## src/rtl/rjfh_pkg.sv

```systemverilog
// shared constants and register codes for the rtp jpeg fragment header engine
package rjfh_pkg;

	localparam int MAX_FRAGMENTS = 64;
	localparam int FRAG_W        = $clog2(MAX_FRAGMENTS + 1);

	localparam int LEN_W   = 24;
	localparam int DIM_W   = 16;
	localparam int UNIT_W  = 8;
	localparam int SEQ_W   = 16;
	localparam int TS_W    = 32;
	localparam int STEP_W  = 17;
	localparam int LIM_W   = 13;
	localparam int CNT_W   = 32;
	localparam int CFG_W   = 32;
	localparam int IDX_W   = 3;
	localparam int SPAN_W  = LIM_W + FRAG_W;

	localparam int IN_DATA_W  = 56;
	localparam int OUT_DATA_W = 184;

	localparam logic [LIM_W-1:0]  HDR_BYTES   = 13'd20;
	localparam logic [LIM_W-1:0]  LIMIT_MAX   = 13'd4096;
	localparam logic [LIM_W-1:0]  LIMIT_RST   = 13'd1400;
	localparam logic [STEP_W-1:0] STEP_RST    = 17'd3000;
	localparam logic [SPAN_W-1:0] MAX_FRAG_V  = SPAN_W'(MAX_FRAGMENTS);

	localparam logic [IDX_W-1:0] REG_SSRC      = 3'd0;
	localparam logic [IDX_W-1:0] REG_INIT_SEQ  = 3'd1;
	localparam logic [IDX_W-1:0] REG_INIT_TS   = 3'd2;
	localparam logic [IDX_W-1:0] REG_TS_STEP   = 3'd3;
	localparam logic [IDX_W-1:0] REG_PAY_LIMIT = 3'd4;

endpackage

```

## src/rtl/rtp_jpeg_fragment_header_engine_top.sv

```systemverilog
// rtp jpeg fragment header engine: frame descriptor in, one header word per fragment out
// path: an accepted frame is checked, then the emit state loads each header word into the output register
// throughput: one header word per cycle while the output is taken; each frame is first
// checked in the shared subtract and compare unit, an empty frame ends there and an oversize
// frame yields one error word; the next frame is taken once the last word is loaded for output
// reset: arst_n clears control, counters and registers; frame and output data are not reset
module rtp_jpeg_fragment_header_engine_top
	import rjfh_pkg::*;
(
	input  logic                  clk,
	input  logic                  arst_n,
	input  logic                  cfg_wr_en,
	input  logic [IDX_W-1:0]      cfg_index,
	input  logic [CFG_W-1:0]      cfg_data,
	input  logic                  s_tvalid,
	output logic                  s_tready,
	// frame_bytes, frame_width, frame_height
	input  logic [IN_DATA_W-1:0]  s_tdata,
	output logic                  m_tvalid,
	input  logic                  m_tready,
	// sequence_number, rtp_time, fragment_offset, fragment_length, width_units,
	// height_units, packet_size, packets_sent, octets_sent, zero fill
	output logic [OUT_DATA_W-1:0] m_tdata,
	output logic                  m_tlast,
	// oversize_error
	output logic                  m_tuser
);

	localparam logic [1:0] ST_IDLE  = 2'd0;
	localparam logic [1:0] ST_CHECK = 2'd1;
	localparam logic [1:0] ST_EMIT  = 2'd2;
	localparam logic [1:0] ST_ERR   = 2'd3;

	logic [1:0]        state_q;
	logic [CFG_W-1:0]  ssrc_q;
	logic [STEP_W-1:0] step_q;
	logic [LIM_W-1:0]  limit_q;
	logic [SEQ_W-1:0]  seq_q;
	logic [TS_W-1:0]   ts_q;
	logic [CNT_W-1:0]  pkt_q;
	logic [CNT_W-1:0]  oct_q;

	logic [LEN_W-1:0]  len_q;
	logic [UNIT_W-1:0] wu_q;
	logic [UNIT_W-1:0] hu_q;
	logic [LIM_W-1:0]  lim_q;
	logic [LEN_W-1:0]  off_q;

	logic              out_valid_q;
	logic              out_last_q;
	logic              out_err_q;
	logic [SEQ_W-1:0]  o_seq_q;
	logic [TS_W-1:0]   o_ts_q;
	logic [LEN_W-1:0]  o_off_q;
	logic [LIM_W-1:0]  o_len_q;
	logic [UNIT_W-1:0] o_wu_q;
	logic [UNIT_W-1:0] o_hu_q;
	logic [LIM_W-1:0]  o_psize_q;
	logic [CNT_W-1:0]  o_pkt_q;
	logic [CNT_W-1:0]  o_oct_q;

	logic              in_fire;
	logic              out_free;
	logic [LIM_W-1:0]  eff_lim;
	logic [SPAN_W-1:0] span;
	logic              oversize;
	logic [LEN_W-1:0]  rem;
	logic              last_frag;
	logic [LIM_W-1:0]  flen;
	logic [LIM_W-1:0]  psize;
	logic [LEN_W-1:0]  off_next;

	assign in_fire  = s_tvalid && s_tready;
	assign out_free = !out_valid_q || m_tready;
	assign s_tready = (state_q == ST_IDLE);

	always_comb begin
		if (limit_q == '0) begin
			eff_lim = LIM_W'(1);
		end else if (limit_q > LIMIT_MAX) begin
			eff_lim = LIMIT_MAX;
		end else begin
			eff_lim = limit_q;
		end
	end

	// shared unit: remaining bytes and compare against the limit
	assign span      = SPAN_W'(lim_q) * MAX_FRAG_V;
	assign oversize  = len_q > LEN_W'(span);
	assign rem       = len_q - off_q;
	assign last_frag = rem <= LEN_W'(lim_q);
	assign flen      = last_frag ? rem[LIM_W-1:0] : lim_q;
	assign psize     = flen + HDR_BYTES;
	assign off_next  = off_q + LEN_W'(lim_q);

	always_ff @(posedge clk or negedge arst_n) begin
		if (!arst_n) begin
			state_q     <= ST_IDLE;
			ssrc_q      <= '0;
			step_q      <= STEP_RST;
			limit_q     <= LIMIT_RST;
			seq_q       <= '0;
			ts_q        <= '0;
			pkt_q       <= '0;
			oct_q       <= '0;
			out_valid_q <= 1'b0;
			out_last_q  <= 1'b0;
			out_err_q   <= 1'b0;
		end else begin
			if (out_valid_q && m_tready) begin
				out_valid_q <= 1'b0;
			end
			if (cfg_wr_en) begin
				case (cfg_index)
					REG_SSRC:      ssrc_q  <= cfg_data;
					REG_INIT_SEQ:  seq_q   <= cfg_data[SEQ_W-1:0];
					REG_INIT_TS:   ts_q    <= cfg_data[TS_W-1:0];
					REG_TS_STEP:   step_q  <= cfg_data[STEP_W-1:0];
					REG_PAY_LIMIT: limit_q <= cfg_data[LIM_W-1:0];
					default: ;
				endcase
			end
			case (state_q)
				ST_IDLE: begin
					if (in_fire) begin
						state_q <= ST_CHECK;
					end
				end
				ST_CHECK: begin
					if (oversize) begin
						state_q <= ST_ERR;
					end else begin
						ts_q <= ts_q + TS_W'(step_q);
						state_q <= (len_q == '0) ? ST_IDLE : ST_EMIT;
					end
				end
				ST_EMIT: begin
					if (out_free) begin
						out_valid_q <= 1'b1;
						out_last_q  <= last_frag;
						out_err_q   <= 1'b0;
						pkt_q       <= pkt_q + CNT_W'(1);
						oct_q       <= oct_q + CNT_W'(psize);
						seq_q       <= seq_q + SEQ_W'(1);
						if (last_frag) begin
							state_q <= ST_IDLE;
						end
					end
				end
				ST_ERR: begin
					if (out_free) begin
						out_valid_q <= 1'b1;
						out_last_q  <= 1'b0;
						out_err_q   <= 1'b1;
						state_q     <= ST_IDLE;
					end
				end
				default: state_q <= ST_IDLE;
			endcase
		end
	end

	always_ff @(posedge clk) begin
		if (in_fire) begin
			len_q <= s_tdata[LEN_W-1:0];
			wu_q  <= s_tdata[LEN_W+3 +: UNIT_W];
			hu_q  <= s_tdata[LEN_W+DIM_W+3 +: UNIT_W];
			lim_q <= eff_lim;
			off_q <= '0;
		end else if (state_q == ST_EMIT && out_free) begin
			off_q <= off_next;
		end
		if (state_q == ST_EMIT && out_free) begin
			o_seq_q   <= seq_q;
			o_ts_q    <= ts_q;
			o_off_q   <= off_q;
			o_len_q   <= flen;
			o_wu_q    <= wu_q;
			o_hu_q    <= hu_q;
			o_psize_q <= psize;
			o_pkt_q   <= pkt_q + CNT_W'(1);
			o_oct_q   <= oct_q + CNT_W'(psize);
		end else if (state_q == ST_ERR && out_free) begin
			o_seq_q   <= '0;
			o_ts_q    <= '0;
			o_off_q   <= '0;
			o_len_q   <= '0;
			o_wu_q    <= '0;
			o_hu_q    <= '0;
			o_psize_q <= '0;
			o_pkt_q   <= '0;
			o_oct_q   <= '0;
		end
	end

	assign m_tvalid = out_valid_q;
	assign m_tlast  = out_last_q;
	assign m_tuser  = out_err_q;
	assign m_tdata  = {6'd0, o_oct_q, o_pkt_q, o_psize_q, o_hu_q, o_wu_q, o_len_q,
		o_off_q, o_ts_q, o_seq_q};

endmodule
```

## config.mk

```make
export PLATFORM = sky130hd
export DESIGN_NAME = rtp_jpeg_fragment_header_engine_top
export DESIGN_NICKNAME = d
export VERILOG_FILES = /design/src/rtl/rjfh_pkg.sv /design/src/rtl/rtp_jpeg_fragment_header_engine_top.sv
export SDC_FILE = /design/constraint.sdc
export NUM_CORES = 1
export LEC_CHECK = 0
export CORE_MARGIN = 8
export CORE_UTILIZATION = 44
export CTS_BUF_LIST = sky130_fd_sc_hd__clkbuf_4 sky130_fd_sc_hd__clkbuf_8
export DETAILED_ROUTE_END_ITERATION = 8
export DONT_BUFFER_PORTS = 1
export GPL_TIMING_DRIVEN = 0
export MAX_ROUTING_LAYER = met4
export PLACE_DENSITY_LB_ADDON = 0.1
export SYNTH_ARGS = -nofsm -noshare
export SYNTH_HDL_FRONTEND = slang
export SYNTH_SLANG_ARGS = --single-unit
export TNS_END_PERCENT = 30
```

## constraint.sdc

```tcl
create_clock -name clk -period 8.4 [get_ports clk]
set_clock_uncertainty 0.1 [all_clocks]
set_input_delay 1.68 -clock clk [delete_from_list [all_inputs] [get_ports clk]]
set_output_delay 1.68 -clock clk [all_outputs]
set_load 0.1 [all_outputs]
```

==> results of run 1 <==
worst paths after layout:
check	depth (start not counted)	slack, ps	end	start
max in group asynchronous	0	7230	step_q[3]	arst_n
max reg2reg	34	250	o_oct_q[31]	off_q[4]
max	34	250	o_oct_q[31]	off_q[4]
min reg2reg	2	380	off_q[4]	off_q[4]
min	2	380	off_q[4]	off_q[4]
min in group asynchronous	0	640	step_q[12]	arst_n
worst reg2reg max path: cells and delay by family, from the launching register on:
kind / cells / cell delay (ps)
simple gates: 12 / 2490
xor+xnor: 3 / 530
compound gates: 10 / 2400
flops: 1 / 350
buf+inv: 4 / 580
fa+ha+maj: 4 / 1270
mux: 1 / 140
placed cells by master (no fill, tap or decap), types with 78 or more instances in the layout:
cell and count:
edfxtp_1 229, nor2_1 202, dfrtp_1 134, nand2_1 133
xnor2_1 97, ha_1 95, a21oi_1 92, and2_1 84
clkbuf_8 81, inv_1 78
synthesized netlist by cell type (5+ instances only):
master	instances	area share, %
edfxtp_1	229	34
nor2_1	204	3.8
dfrtp_1	134	16
nand2_1	133	2.5
xnor2_1	100	4.3
a21oi_1	96	2.4
ha_1	95	5.8
and2_1	84	2.6
inv_1	80	1.5
o21ai_0	70	1.7
clkbuf_1	59	1.1
xor2_1	52	2.2
nand3_1	47	1.2
mux2_2	38	2.1
a21o_1	33	1.2
nor3_1	33	0.81
nand4_1	28	0.86
and3_1	27	0.83
a211oi_1	25	0.92
nor2b_1	25	0.77
dfxtp_1	24	2.4
mux2i_1	24	1.2
or3_1	18	0.55
nand2b_1	16	0.49
dfstp_2	13	1.7
o211ai_1	11	0.41
o21a_1	10	0.37
a311oi_1	9	0.39
nor4_1	9	0.28
a31oi_1	8	0.25
buf_1	8	0.15
buf_4	8	0.30
nor3b_1	8	0.30
o21bai_1	8	0.30
o21ai_1	7	0.17
a211o_1	6	0.26
a21boi_0	6	0.22
and4_1	6	0.26
o22ai_1	6	0.18
buf_2	5	0.12
or2_2	5	0.15
flip-flops by register name, indices dropped and copies added (netlist names), 16 cells and up:
signal / count
ts_q: 32
off_q: 24
step_q: 17
seq_q: 16
o_ts_q: 32
o_seq_q: 16
o_off_q: 24
o_pkt_q: 32
oct_q: 32
pkt_q: 32
len_q: 24
o_oct_q: 32
repair_timing:
item | in CTS | in global routing
resized for setup | 18 | 19
gates cloned | 0 | 1
setup buffers | 5 | 6
setup endpoints to repair | 44 | 25
pin swaps | 3 | 6
logic make-up (layout without fill, tap and decap cells):
family	count (synthesis)	in the layout	share of synthesized area, %
xor+xnor	152	152	6.55
flops	400	400	54.4
simple gates	651	652	15.7
fa+ha+maj	99	99	6.24
mux	62	62	3.29
buf+inv	160	306	3.13
compound gates	338	338	10.7
other cells	1	7	0.0185
layer usage:
metal	vias to the layer above	routed length [microns]
met2	388	27400
li1	6845	-
met5	-	0
met1	6951	24500
met4	0	1260
met3	85	3530
per-stage QoR:
stage	utilization (%)	instances	setup slack (ps)	hold slack, ps
final	50.3	2616	251	376
after global routing	50.3	2616	-7.89	395
after CTS	50.0	2608	43.5	379
after detailed placement	46.5	2471	-1230	370
after global placement	46.4	2468	-2870	363
after floorplan	-	1868	807	349
final cells by class:
| cell class | count | area (sq um) |
|---|---|---|
| diodes | 1 | 2.50 |
| clock inverters | 29 | 190 |
| fillers | 4226 | 22600 |
| inverters | 80 | 308 |
| clock buffers | 104 | 1290 |
| repair buffers | 14 | 141 |
| multi-input cells | 1309 | 8780 |
| plain buffers | 79 | 348 |
| flip-flops and latches | 400 | 11100 |
| well taps | 600 | 751 |
==> impl_table.tex, run 1 <==
\begin{tabular}{lr}
\hline
Metric & Value \\
\hline
\multicolumn{2}{l}{\textbf{Status}} \\
\quad Outcome & finished, final reports clean \\
\multicolumn{2}{l}{\textbf{Synth}} \\
\quad Post-Synthesis Cells & 1863 \\
\quad Yosys cell types & 70 \\
\quad Post-synthesis async set-or-reset flop share & 36.8\% \\
\quad Avg Cell Area, Syn & 10.9 sq um \\
\quad Number of synthesis warnings & 0 \\
\quad Post-synth design cell area & 20300 sq um \\
\quad Count of flip-flops with a built-in enable after synthesis & 229 \\
\quad Primary FF master, synth & edfxtp\_1 \\
\quad Sequential-to-total area share from yosys stat & 54.4\% \\
\quad Number of flip-flops and latches in the synthesized netlist & 400 \\
\multicolumn{2}{l}{\textbf{Placed design}} \\
\quad Post-DP Area & 21200 sq um \\
\quad Routability cong. & 0.914 \\
\quad HPWL after detailed placement & 40800 microns \\
\quad Number of buffer cells added on primary ports & 0 \\
\multicolumn{2}{l}{\textbf{Timing}} \\
\quad Final worst path period share & 97.0\% \\
\quad Tightest slew margin relative to the limit & 19.4\% \\
\quad Final setup violation count & 0 \\
\quad Final critical-path required period & 8150 ps \\
\quad Achievable clock frequency & 123 MHz \\
\quad Setup TNS Final & 0 ps \\
\quad Slew of the pin with the lowest slew margin & 1190 ps \\
\quad Pins over their slew limit & 0 \\
\quad Count of endpoints failing hold in the final timing report & 0 \\
\multicolumn{2}{l}{\textbf{Die}} \\
\quad Die Footprint & 53300 sq um \\
\quad Count of boundary I/O pins & 284 \\
\quad Core Footprint & 45500 sq um \\
\quad FP Rows & 78 \\
\quad Die width & 231 microns \\
\quad Height of the die & 231 microns \\
\quad Initial Utilization & 44.7\% \\
\multicolumn{2}{l}{\textbf{CTS}} \\
\quad Hold-fix buffer count after cts & 0 \\
\quad TritonCTS buffer count & 73 \\
\quad TritonCTS sink count & 400 \\
\quad Master cell of the clock root buffer & clkbuf\_8 \\
\quad Deepest clock path buffer count & 3 \\
\quad Insertion delay of the later-clocked pin in the worst-skew pair & 640 ps \\
\quad Clock tree from TritonCTS & built \\
\quad H-tree depth & 3 \\
\quad Clock-pin slew reported for the worst setup and hold paths after clock tree synthesis & 60 ps \\
\multicolumn{2}{l}{\textbf{Layout}} \\
\quad Layout overhead on the synthesized area & 12.5\% \\
\quad Fraction of final layout cells with drive strength greater than 1 & 11.9\% \\
\quad Cell area after layout & 22900 sq um \\
\quad Post-layout nets & 2152 \\
\multicolumn{2}{l}{\textbf{Global routing}} \\
\quad Maximum number of pins on one net before global-route repair & 148 \\
\quad Gr busiest metal & met2 \\
\quad Via count of the first global-routing pass & 14200 \\
\quad Total congestion overflow after global routing & 0 \\
\quad Met3 Use GR & 4.78\% \\
\quad GRT Util Overall & 21.2\% \\
\quad Met2 track utilization from global routing & 34.3\% \\
\quad Antenna violations before repair & 1 \\
\quad M1 GR Usage & 26.2\% \\
\quad Global-route wire length before repair & 84800 microns \\
\multicolumn{2}{l}{\textbf{Setup path}} \\
\quad Critical Path Sink Type & flip-flop \\
\quad Endpoint arrival time on the critical path & 8400 ps \\
\quad Crit path largest cell delay & 460 ps \\
\quad Startpoint class of the critical path & flip-flop \\
\quad CP Data Required Time & 8650 ps \\
\quad Maximum net fanout on the critical path & 10 \\
\quad Critical path start-end classification & reg -> reg \\
\quad Slowest cell on the critical path & or4\_4 \\
\quad Cell type with the highest occurrence count on the critical path & ha\_1 \\
\quad Total buffers and inverters traversed by the critical path & 4 \\
\quad Crit path max-delay family & simple AND/OR/NAND/NOR gates \\
\multicolumn{2}{l}{\textbf{Drt}} \\
\quad Residual antenna-violating net count after detailed routing & 0 \\
\quad Routed wire length & 56600 microns \\
\quad First DRT Iteration DRCs & 884 \\
\quad Via count of the routed design & 14300 \\
\quad Number of vias per cell & 5.45 \\
\quad Detailed Routing Iterations Pass 1 & 5 \\
\quad Drc violations & 0 \\
\quad Routed wirelength normalized by instance count & 21.6 microns \\
\multicolumn{2}{l}{\textbf{Run}} \\
\quad Number of violations of the max-capacitance limit & 0 \\
\multicolumn{2}{l}{\textbf{Hold path}} \\
\quad Type of the most critical hold path & reg -> reg \\
\hline
\end{tabular}
Power of run 1 is left out: the tool's default activity adds up to more than one toggle a clock period on the data nets, which glitch-free logic cannot reach.
==> inputs of run 2 (changes only) <==
Settings changed: CTS_BUF_LIST sky130_fd_sc_hd__clkbuf_4 sky130_fd_sc_hd__clkbuf_8 to sky130_fd_sc_hd__clkbuf_2.
==> run 2 against run 1 <==
Critical path type unchanged. Fmax shrank 0.67%. Clock-buffer cell count grew 59. Highest routed layer unchanged. Utilization shrank 1.0 points. Critical path depth is the same. Worst setup slack lost 55 ps.
==> impl_table.tex, run 2 (same netlist as run 1, synthesis figures left out) <==
\begin{tabular}{lr}
\hline
Metric & Value \\
\hline
\multicolumn{2}{l}{\textbf{CTS}} \\
\quad H-tree depth & 3 (unchanged) \\
\quad Clock tree from TritonCTS & built \\
\quad Clock-pin slew reported for the worst setup and hold paths after clock tree synthesis & 120 ps (+60 ps) \\
\quad TritonCTS sink count & 400 (unchanged) \\
\quad Deepest clock path buffer count & 3 (unchanged) \\
\quad Insertion delay of the later-clocked pin in the worst-skew pair & 1100 ps (+460 ps) \\
\quad Master cell of the clock root buffer & clkbuf\_2 \\
\quad TritonCTS buffer count & 105 (+44\%) \\
\multicolumn{2}{l}{\textbf{Global routing}} \\
\quad Maximum number of pins on one net before global-route repair & 119 (-20\%) \\
\quad Antenna violations before repair & 2 (+1) \\
\quad Global-route wire length before repair & 85100 microns (+0.30\%) \\
\quad Via count of the first global-routing pass & 14400 (+1.4\%) \\
\quad Total congestion overflow after global routing & 0 (unchanged) \\
\quad GRT Util Overall & 21.3\% (+0.066 points) \\
\multicolumn{2}{l}{\textbf{Setup path}} \\
\quad Slack of the worst reg-to-reg path & 200 ps (-60 ps) \\
\quad Cell type with the highest occurrence count on the critical path & ha\_1 \\
\quad Endpoint arrival time on the critical path & 8930 ps (+530 ps) \\
\quad CP Data Required Time & 9130 ps (+480 ps) \\
\quad Crit path largest cell delay & 460 ps (about the same) \\
\quad Critical path start-end classification & reg -> reg \\
\quad Critical Path Sink Type & flip-flop \\
\quad Maximum net fanout on the critical path & 10 (unchanged) \\
\quad Startpoint class of the critical path & flip-flop \\
\quad Slowest cell on the critical path & or4\_4 \\
\multicolumn{2}{l}{\textbf{Drt}} \\
\quad Routed wire length & 56600 microns (about the same) \\
\quad Via count of the routed design & 14500 (+1.4\%) \\
\quad Number of vias per cell & 5.39 (-1.1\%) \\
\quad Routed wirelength normalized by instance count & 21.1 microns (-2.5\%) \\
\quad Drc violations & 0 (unchanged) \\
\quad First DRT Iteration DRCs & 866 (-2.0\%) \\
\quad Residual antenna-violating net count after detailed routing & 0 (unchanged) \\
\quad Detailed Routing Iterations Pass 1 & 5 (unchanged) \\
\multicolumn{2}{l}{\textbf{Placed design}} \\
\quad HPWL after detailed placement & 40800 microns (unchanged) \\
\quad Routability cong. & 0.914 (unchanged) \\
\quad Number of buffer cells added on primary ports & 0 (unchanged) \\
\quad Total placed cells including tap cells & 2471 (unchanged) \\
\multicolumn{2}{l}{\textbf{Timing}} \\
\quad Final worst path period share & 97.7\% (+0.66 points) \\
\quad Count of endpoints failing hold in the final timing report & 0 (unchanged) \\
\quad RSZ-0062 raised after global routing & false \\
\quad Final setup violation count & 0 (unchanged) \\
\quad Tightest slew margin relative to the limit & 18.2\% (-1.2 points) \\
\quad Final critical-path required period & 8200 ps (+55.1 ps) \\
\quad Achievable clock frequency & 122 MHz (-0.67\%) \\
\quad Pins over their slew limit & 0 (unchanged) \\
\quad Slew of the pin with the lowest slew margin & 1210 ps (+17.4 ps) \\
\multicolumn{2}{l}{\textbf{Layout}} \\
\quad Most common cell after layout, fill and taps aside & edfxtp\_1 \\
\quad Fill cells & 4325 (+2.3\%) \\
\quad Highest-count cells in the layout ignoring fill and taps & edfxtp\_1 (229), nor2\_1 (202), clkbuf\_2 (163) \\
\quad Final cell count without fillers & 2682 (+2.5\%) \\
\quad Layout overhead on the synthesized area & 10.2\% \\
\quad Post-layout nets & 2183 (+1.4\%) \\
\quad Fraction of final layout cells with drive strength greater than 1 & 14.0\% (+2.1 points) \\
\multicolumn{2}{l}{\textbf{Die}} \\
\quad Core Footprint & 45500 sq um (unchanged) \\
\quad Height of the die & 231 microns (unchanged) \\
\quad Initial Utilization & 44.7\% (unchanged) \\
\quad Die Footprint & 53300 sq um (unchanged) \\
\quad Die width & 231 microns (unchanged) \\
\quad FP Rows & 78 (unchanged) \\
\quad Count of boundary I/O pins & 284 (unchanged) \\
\multicolumn{2}{l}{\textbf{Hold path}} \\
\quad Type of the most critical hold path & in -> async \\
\multicolumn{2}{l}{\textbf{Status}} \\
\quad Outcome & finished, final reports clean \\
\multicolumn{2}{l}{\textbf{Run}} \\
\quad Number of violations of the max-capacitance limit & 0 (unchanged) \\
\hline
\end{tabular}
## run 2: changes by cell type in the layout (fill, tap and decap cells not counted), moves of 5 or more
cell,change
clkbuf_2,+163
clkbuf_4,-22
clkbuf_8,-81
clkinv_1,+10
clkinv_2,-5
## run 2: path summary, 6_finish.rpt
kind	from	to	cells after the start
max	off_q[4]	o_oct_q[31]	34
min	arst_n	ts_q[12]	0
max reg2reg	off_q[4]	o_oct_q[31]	34
min reg2reg	off_q[3]	off_q[3]	2
max in group asynchronous	arst_n	oct_q[22]	1
min in group clk	off_q[3]	off_q[3]	2
## run 2: layout make-up
class                           instances  area [sq um]  share of cell area, %
Multi-Input combinational cell       1308          8760                   39.1
Tap cell                              600           751                   3.35
Inverter                               80           308                   1.37
Clock inverter                         36           196                  0.877
Timing Repair Buffer                   14           154                  0.687
Buffer                                 79           348                   1.55
Clock buffer                          163           816                   3.64
Sequential cell                       400         11100                   49.4
Antenna cell                            2          5.00                 0.0224
## run 2: timing repair
item | 4_1_cts | 5_1_grt
resized for setup | 15 | 18
pin swaps | 2 | 5
endpoints found under the hold margin | 30 | 0
gates cloned | 0 | 0
hold buffers | 1 | 0
setup buffers | 4 | 6
setup endpoints to repair | 43 | 31
## run 2: layer usage
layer	GRT usage [%]	part of all wire, %	up-vias
met5	-	0	-
met4	6.91	1.8	0
met3	5.14	6.0	71
met2	34.4	49	358
met1	26.1	43	7064
li1	-	-	6969
## run 2: worst max-delay path: cells and delay by family (launching register included)
| kind | cells | cell delay, ps |
|---|---|---|
| compound gates | 10 | 2460 |
| xor+xnor | 3 | 530 |
| fa+ha+maj | 4 | 1260 |
| buf+inv | 4 | 620 |
| flops | 1 | 370 |
| mux | 1 | 140 |
| simple gates | 12 | 2470 |
## run 2: through the flow
stage               utilization (%)  hold WS, ps  setup TNS, ps  instance area, sq um  worst slack (ps)
CTS                            48.9         6.56              0                 22300              21.5
floorplan                         -          349              0                 20300               807
global route                   49.2         55.0              0                 22400             0.740
global placement               46.4          363        -453930                 21100             -2870
finish                         49.2          196              0                 22400               196
detailed placement             46.5          370         -29480                 21200             -1230
Power of run 2 is left out for the same reason.
==> inputs of run 3 (changes only) <==
Settings changed: CORE_ASPECT_RATIO set to 0.9.
==> run 3 against run 2 <==
Fmax up 2.5%. Critical path depth up 1. Worst hold slack lost 11 ps. Cell count is 0.41% higher. Non-clock buffer count up 2. Sequential share of layout area decreased by 0.20 points.
==> impl_table.tex, run 3 (same netlist as run 1, synthesis figures left out) <==
\begin{tabular}{lr}
\hline
Metric & Value \\
\hline
\multicolumn{2}{l}{\textbf{CTS}} \\
\quad TritonCTS sink count & 400 (unchanged) \\
\quad Master cell of the clock root buffer & clkbuf\_2 \\
\quad Deepest clock path buffer count & 3 (unchanged) \\
\quad H-tree depth & 3 (unchanged) \\
\quad Insertion delay of the later-clocked pin in the worst-skew pair & 1140 ps (+40 ps) \\
\quad Clock tree from TritonCTS & built \\
\quad Clock-pin slew reported for the worst setup and hold paths after clock tree synthesis & 110 ps (about the same) \\
\quad TritonCTS buffer count & 104 (-0.95\%) \\
\multicolumn{2}{l}{\textbf{Placed design}} \\
\quad Post-DP Area & 21200 sq um (about the same) \\
\quad HPWL after detailed placement & 40200 microns (-1.4\%) \\
\quad Worst setup timing slack at the placement stage & -1350 ps (-115 ps) \\
\quad Total placed cells including tap cells & 2479 (+0.32\%) \\
\quad Routability cong. & 0.865 (-5.4\%) \\
\quad Number of buffer cells added on primary ports & 0 (unchanged) \\
\multicolumn{2}{l}{\textbf{Die}} \\
\quad Core Footprint & 45500 sq um (about the same) \\
\quad Die width & 243 microns (+5.0\%) \\
\quad Die Footprint & 53300 sq um (about the same) \\
\quad Initial Utilization & 44.7\% (about the same) \\
\quad Height of the die & 220 microns (-4.8\%) \\
\quad Count of boundary I/O pins & 284 (unchanged) \\
\quad FP Rows & 74 (-5.1\%) \\
\multicolumn{2}{l}{\textbf{Timing}} \\
\quad Tightest slew margin relative to the limit & 33.5\% (+15 points) \\
\quad Fin worst setup slack & 394 ps (+198 ps) \\
\quad Final setup violation count & 0 (unchanged) \\
\quad Worst Hold Slack & 185 ps (-11.5 ps) \\
\quad Final critical-path required period & 8010 ps (-198 ps) \\
\quad Slew of the pin with the lowest slew margin & 1000 ps (-211 ps) \\
\quad Final worst path period share & 95.3\% (-2.4 points) \\
\quad Count of endpoints failing hold in the final timing report & 0 (unchanged) \\
\quad Achievable clock frequency & 125 MHz (+2.5\%) \\
\quad Pins over their slew limit & 0 (unchanged) \\
\multicolumn{2}{l}{\textbf{Layout}} \\
\quad Most common cell after layout, fill and taps aside & edfxtp\_1 \\
\quad Post-layout nets & 2184 (+0.046\%) \\
\quad Fraction of final layout cells with drive strength greater than 1 & 14.1\% (+0.055 points) \\
\quad Cell area after layout & 22500 sq um (+0.40\%) \\
\quad Highest-count cells in the layout ignoring fill and taps & edfxtp\_1 (229), nor2\_1 (202), clkbuf\_2 (154) \\
\quad Layout overhead on the synthesized area & 10.6\% \\
\quad Final cell count without fillers & 2693 (+0.41\%) \\
\multicolumn{2}{l}{\textbf{Drt}} \\
\quad Number of vias per cell & 5.38 (-0.24\%) \\
\quad Drc violations & 0 (unchanged) \\
\quad Detailed Routing Iterations Pass 1 & 7 (+2) \\
\quad First DRT Iteration DRCs & 816 (-5.8\%) \\
\quad Residual antenna-violating net count after detailed routing & 0 (unchanged) \\
\quad Routed wirelength normalized by instance count & 20.8 microns (-1.4\%) \\
\quad Routed wire length & 56100 microns (-0.95\%) \\
\quad Via count of the routed design & 14500 (+0.17\%) \\
\multicolumn{2}{l}{\textbf{Setup path}} \\
\quad Critical Path Source & len\_q[0] \\
\quad Crit path largest cell delay & 450 ps (about the same) \\
\quad R2R depth & 35 (+2.9\%) \\
\quad Endpoint arrival time on the critical path & 8760 ps (-170 ps) \\
\quad Crit path to & o\_oct\_q[29] \\
\quad Slowest cell on the critical path & or4\_4 \\
\quad Slack of the worst reg-to-reg path & 390 ps (+200 ps) \\
\quad Maximum net fanout on the critical path & 10 (unchanged) \\
\quad Startpoint class of the critical path & flip-flop \\
\quad Cell type with the highest occurrence count on the critical path & ha\_1 \\
\quad CP Data Required Time & 9160 ps (+30 ps) \\
\quad Launch point of the worst reg-to-reg path & len\_q[0] \\
\quad Critical path start-end classification & reg -> reg \\
\quad End of the worst register-to-register path & o\_oct\_q[29] \\
\quad Critical Path Sink Type & flip-flop \\
\multicolumn{2}{l}{\textbf{Global routing}} \\
\quad Maximum number of pins on one net before global-route repair & 137 (+15\%) \\
\quad GRT Util Overall & 21.4\% (+0.11 points) \\
\quad Global-route wire length before repair & 85800 microns (+0.80\%) \\
\quad Antenna violations before repair & 4 (+2) \\
\quad Total congestion overflow after global routing & 0 (unchanged) \\
\quad Via count of the first global-routing pass & 14500 (+0.75\%) \\
\multicolumn{2}{l}{\textbf{Run}} \\
\quad Number of violations of the max-capacitance limit & 0 (unchanged) \\
\multicolumn{2}{l}{\textbf{Hold path}} \\
\quad Type of the most critical hold path & in -> async \\
\multicolumn{2}{l}{\textbf{Status}} \\
\quad Outcome & finished, final reports clean \\
\hline
\end{tabular}
run 3: cell types whose count changed in the layout (fill, tap and decap cells not counted), sizes merged:
cell / before / now
buf: 37 / 36
clkbuf: 219 / 210
clkinv: 31 / 36
clkinvlp: 3 / 1
diode: 2 / 6
dlygate4sd3: 0 / 2
inv: 81 / 85
run 3: worst max-delay path: cells and delay by family, from the launching register on:
kind            cells  cell delay (ps)
xor+xnor            3              540
flops               1              330
buf+inv             5              640
compound gates      9             2340
simple gates       12             2250
fa+ha+maj           5             1410
mux                 1              140
run 3: final cells by class:
type	instances	area [sq um]
Fill cell	4220	23000
Sequential cell	400	11100
Multi-Input combinational cell	1308	8860
Clock buffer	153	766
Tap cell	608	761
Buffer	79	355
Inverter	80	308
Clock inverter	43	200
Timing Repair Buffer	16	159
Antenna cell	6	15.0
run 3: worst min-delay path by stage:
stage,to,slack [ps],cells past startpoint
2_1_floorplan,off_q[10],350,2
3_3_place_gp,off_q[4],360,2
3_5_place_dp,off_q[3],370,2
4_1_cts,seq_q[10],0.6,0
5_1_grt,oct_q[30],-20,0
6_report,ts_q[10],180,0
run 3: timing repair:
item / CTS / global route
gates resized for setup: 18 / 32
hold endpoints to repair: 12 / 0
endpoints found under the setup margin: 48 / 38
buffers inserted: 3 / 7
hold buffers: 2 / 0
pin swaps: 2 / 11
run 3: layer usage:
metal / part of all wire [%] / vias up / GRT usage, %
li1: - / 6976 / -
met1: 44 / 6994 / 26.6
met2: 47 / 400 / 33.6
met3: 6.1 / 117 / 5.87
met4: 2.7 / 0 / 7.27
met5: 0 / - / -
run 3: metrics by stage:
stage,util (%),setup TNS (ps)
floorplan,-,0
global placement,46.4,-457570
detailed placement,46.6,-32990
CTS,48.9,0
global route,49.4,-44.6
finish,49.4,0
Power of run 3 is left out for the same reason.
